### config.mk
export PLATFORM = sky130hd
export DESIGN_NAME = qte_queue
export DESIGN_NICKNAME = d
export VERILOG_FILES = /design/src/rtl/qte_pkg.sv /design/src/rtl/qte_queue.sv
export SDC_FILE = /design/constraint.sdc
export NUM_CORES = 2
export LEC_CHECK = 0
export ABC_CLOCK_PERIOD_IN_PS = 24400
export BUFFER_PORTS_ARGS = -buffer_cell sky130_fd_sc_hd__buf_2
export CAP_MARGIN = 30
export CORE_MARGIN = 2
export CORE_UTILIZATION = 35
export CTS_BUF_LIST = sky130_fd_sc_hd__clkbuf_4
export DETAILED_ROUTE_END_ITERATION = 8
export GPL_ROUTABILITY_DRIVEN = 0
export PLACE_DENSITY = 0.49
export RECOVER_POWER = 50
export SLEW_MARGIN = 20
export SYNTH_ARGS = -nofsm -noshare
export SYNTH_HDL_FRONTEND = slang
export SYNTH_SLANG_ARGS = --single-unit
### constraint.sdc
create_clock -name clk -period 24.4 [get_ports clk]
set_input_delay 3.66 -clock clk [delete_from_list [all_inputs] [get_ports clk]]
set_output_delay 3.66 -clock clk [all_outputs]
set_load 0.03 [all_outputs]
### src/rtl/qte_pkg.sv
// Shared types, widths and constants for the quaternion to Euler angle block.
package qte_pkg;

	localparam int ME_W  = 36;  // rotation matrix entry
	localparam int XW    = 38;  // CORDIC x/y datapath
	localparam int ZW    = 34;  // CORDIC angle, scaled 2^29
	localparam int CW    = 32;  // acos argument, scaled 2^30, holds +1.0
	localparam int RTW   = 31;  // square root result
	localparam int SQIW  = 62;  // square root radicand
	localparam int QDEPTH = 8;
	localparam int QAW   = 3;
	localparam int QCW   = 4;

	localparam logic signed [ZW-1:0] ANG_HALF_PI = ZW'(843314857);
	localparam int OUT_PI = 25736;

	localparam logic [1:0] CFG_FIRST_AXIS  = 2'd0;
	localparam logic [1:0] CFG_SECOND_NEXT = 2'd1;
	localparam logic [1:0] CFG_MARGIN      = 2'd2;

	typedef struct packed {
		logic signed [15:0] quat_w;
		logic signed [15:0] quat_x;
		logic signed [15:0] quat_y;
		logic signed [15:0] quat_z;
	} quat_t;

	typedef struct packed {
		logic signed [15:0] angle_phi;
		logic [14:0]        angle_theta;
		logic signed [15:0] angle_psi;
	} euler_t;

	typedef struct packed {
		logic [1:0]  first_axis;
		logic        second_is_next;
		logic [14:0] gimbal_margin;
	} cfg_t;

	typedef struct packed {
		logic                   gimbal;
		logic signed [ME_W-1:0] phi_y;
		logic signed [ME_W-1:0] phi_x;
		logic signed [ME_W-1:0] psi_y;
		logic signed [ME_W-1:0] psi_x;
		logic signed [CW-1:0]   cos_c;
	} work_t;

	typedef struct packed {
		logic [QCW-1:0] count;
		logic           full;
		logic           push;
	} qstat_t;

	function automatic logic signed [ZW-1:0] atan_step(input int i);
		logic signed [ZW-1:0] tab [10];
		tab[0] = ZW'(421657428);
		tab[1] = ZW'(248918915);
		tab[2] = ZW'(131521918);
		tab[3] = ZW'(66762579);
		tab[4] = ZW'(33510843);
		tab[5] = ZW'(16771758);
		tab[6] = ZW'(8387925);
		tab[7] = ZW'(4194219);
		tab[8] = ZW'(2097141);
		tab[9] = ZW'(1048575);
		if (i < 10)
			return tab[i];
		else if (i < 30)
			return ZW'(64'd536870912 >> i);
		else
			return '0;
	endfunction

endpackage

### src/rtl/qte_queue.sv
// Short work queue between the front end and the angle back end.
module qte_queue import qte_pkg::*; (
	input  logic   clk,
	input  logic   arst_n,
	input  logic   push,
	input  work_t  din,
	input  logic   pop,
	output work_t  dout,
	output logic   dout_valid,
	output qstat_t stat
);

	work_t          mem [QDEPTH];
	logic [QAW-1:0] wr_q, rd_q;
	logic [QCW-1:0] count_q;
	logic           do_pop;
	work_t          dout_q;
	logic           dvalid_q;

	assign do_pop = pop && (count_q != '0);

	always_ff @(posedge clk or negedge arst_n) begin
		if (!arst_n) begin
			wr_q     <= '0;
			rd_q     <= '0;
			count_q  <= '0;
			dvalid_q <= 1'b0;
		end else begin
			if (push)
				wr_q <= wr_q + 1'b1;
			if (do_pop)
				rd_q <= rd_q + 1'b1;
			count_q  <= count_q + QCW'(push) - QCW'(do_pop);
			dvalid_q <= do_pop;
		end
	end

	always_ff @(posedge clk) begin
		if (push)
			mem[wr_q] <= din;
		if (do_pop)
			dout_q <= mem[rd_q];
	end

	assign dout       = dout_q;
	assign dout_valid = dvalid_q;
	assign stat.count = count_q;
	assign stat.full  = (count_q == QCW'(QDEPTH));
	assign stat.push  = push;

endmodule

==> results_dict.tcl <==
set metrics [dict create \
    gr-total-overflow 0 \
    wl_um 137700 \
    p_comb_frac 0.299 \
    grt_first_pass_wirelength_um 199500 \
    num_rows 150 \
    min_path_type "register to register" \
    hpwlAfterDp_um 76180 \
    clock_power_share 0.255 \
    multi_input_area_um2 10270 \
    seq_power_share 0.447 \
    synth.distinct_cells 22 \
    fin_cells 5516 \
    crit_buf_inv 3 \
    maxSlewViolCount 602 \
    min_period_ns 12.66 \
    critPathRequiredTime_ns 25.39 \
    power_uw 8608 \
    placed_cells 4805 \
    async_reset_ff_frac 0.006858 \
    root_buffer "clkbuf_4" \
    critical_path.slowest_cell "clkbuf_1" \
    initial_core_util 0.3529 \
    cpMostUsedCell "clkbuf_1" \
    tightest_slew_ns 10.07 \
    grt_pass1_vias 29500 \
    globalRouteTotalUtil 0.1602 \
    areaGrowthSynthToFinish_pct 15.80 \
    synth_top_cell_area_share 0.8096 \
    die-area_um2 172100 \
    p_sw_uw 2568 \
    final_nets 3219 \
    slowest_delay_ns 5.97 \
    synth_nets 2471 \
    cts_setup_buffers 0 \
    first_pass_iters 5 \
    finalSetupTns_ns 0 \
    cts_sinks 1604 \
    htreeDepth 5 \
    critPathArrivalTime_ns 13.65 \
    synth-seq-area-share 0.8143 \
    crit_fanout 98 \
    fmax_mhz 78.99 \
    critical_path_class "register to register" \
    grt_max_degree 149 \
    cts_resized 0 \
    synthesis.instances 2281 \
    cts_buffer_depth 4 \
    setup_viol 0 \
    synth_area_leader_cell "edfxtp_1" \
    synth_edf_count 1593 \
    crit_path_end_kind "register" \
    place_ws_ns 16.51 \
    route.vias.total 26770 \
    wire_per_inst_um 24.97 \
    fin_skew_ns 0.1031 \
    slew_headroom -5.717 \
    rsz0062_at_grt "no" \
    ys_warn_count 0 \
    crit_family "buffers and inverters" \
    drc 0 \
    peakVddDrop_uv 89.40 \
    yosysMostFrequentCell "edfxtp_1" \
    cts_hold_buf 0 \
    antenna_found_initial 47 \
    max-cap-violations 11 \
    fill_cells 14890 \
    seq_area_um2 48110 \
    coreArea_um2 167400 \
    ant_nets 0 \
    outcome "finished with violations" \
    finalCritPeriodShare 0.5188 \
    chipHeight_um 414.9 \
    synth.area.top_cells "edfxtp_1 81%, mux4_2 13%, mux2_2 3.4%" \
    synth_commonest_cells "1593 x edfxtp_1, 354 x mux4_2, 179 x mux2_2" \
    synth_flop_cell "edfxtp_1" \
    crit_path_cell_trace "clkbuf_1, clkbuf_1, clkbuf_1, mux4_2, mux2_2" \
    worst_setup_hold_path_clk_slew_ns 0.07 \
    syn_area_per_cell_um2 25.90 \
    finalHoldViolCount 0 \
    power.share.switching 0.2983 \
    powerDensity_nw_per_um2 125.8 \
    p_int_uw 6041 \
    synth_area_um2 59080 \
    final.setup.worst_slack_ns 11.74 \
    leakage_uw 0.02212 \
    viasPerCell 4.853 \
    drtIter0Drc 1726 \
    numCtsBuffers 424 \
    die_w_um 414.9 \
    violations "max-capacitance violations, max-slew violations" \
    port_buffers 364 \
    critPathLaunchType "register" \
    ios 365 \
    drive_gt1_frac 0.4035 \
    clock_latency_ns 1.36 \
    cts_tree "built" \
    synth_seq_cells 1604 \
]
worst reg2reg max path, stage by stage, from the launching register on:
cell and delay, ns:
dfrtp_1 1.99, clkbuf_1 5.98, clkbuf_1 1.16, clkbuf_1 2.14, mux4_2 0.76, mux2_2 0.32
placed cells by master, fill, tap and decap left out, drive strengths merged:
cell type,instances
xnor2,2
mux4,354
inv,12
and2,1
buf,232
a21oi,2
nand2b,3
nand2,4
dfrtp,11
nor3,2
nor2,7
a21o,1
a21boi,1
edfxtp,1593
diode,11
fa,1
clkbuf,781
mux2,179
xor2,4
clkinv,99
bufinv,4
ha,8
sequential cells by signal, summed over array words and instances (netlist names):
name	flops
mem	1416
dout	177
count_q	4
rd_q	3
wr_q	3
dout_valid	1
cell type report:
class	count	share of cell area
sequential	1604	0.7032
multi-input combinational	569	0.1502
clock buffer	591	0.06485
tap	2204	0.04030
timing repair buffer	422	0.03281
clock inverter	107	0.007790
inverter	8	0.0004389
antenna	11	0.0004023
per-stage QoR:
step	hold slack (ns)	instance area (um2)	utilization
after detailed placement	0.5464	63780	0.3810
after global routing	0.5964	68410	0.4086
after floorplan	0.5174	59080	-
final	0.5601	68420	0.4087
after global placement	0.5465	63450	0.3790
after CTS	0.5633	68750	0.4107
final timing paths:
path	slack, ns	endpoint	cells after the start	startpoint
setup / recovery	11.74	dout[156]	5	rd_q[0]
hold / removal	0.56	wr_q[1]	1	wr_q[1]
setup reg to reg	11.74	dout[156]	5	rd_q[0]
hold reg to reg	0.56	wr_q[1]	1	wr_q[1]
max in group asynchronous	21.09	rd_q[1]	1	arst_n
min in group asynchronous	2.49	dout_valid	1	arst_n
power groups by stage:
stage / Clock, uW / Combinational (uW) / Sequential, uW
floorplan: 0 / 1400 / 4250
global placement: 0 / 2330 / 3930
detailed placement: 0 / 2400 / 3920
CTS: 2290 / 2420 / 3860
global route: 2430 / 2760 / 3890
finish: 2190 / 2570 / 3840
routing by layer:
| metal | global-route usage | part of all wire | vias up |
|---|---|---|---|
| met5 | 0 | 0.0012 | - |
| met4 | 0.05740 | 0.025 | 24 |
| met3 | 0.04328 | 0.050 | 308 |
| met2 | 0.2852 | 0.54 | 746 |
| met1 | 0.1848 | 0.39 | 14120 |
| li1 | - | - | 11570 |
cells by family after synthesis:
| group | after synthesis | share of synthesized area |
|---|---|---|
| DFF | 1604 | 0.8143 |
| xor gates and xnor gates | 6 | 0.0008894 |
| and+or+nand+nor | 17 | 0.001292 |
| buffers and inverters | 108 | 0.01203 |
| AOI/OAI and AO/OA | 4 | 0.0004236 |
| adders and majority gates | 9 | 0.002033 |
| muxes | 533 | 0.1691 |
Power figures use the tool's default switching activity.
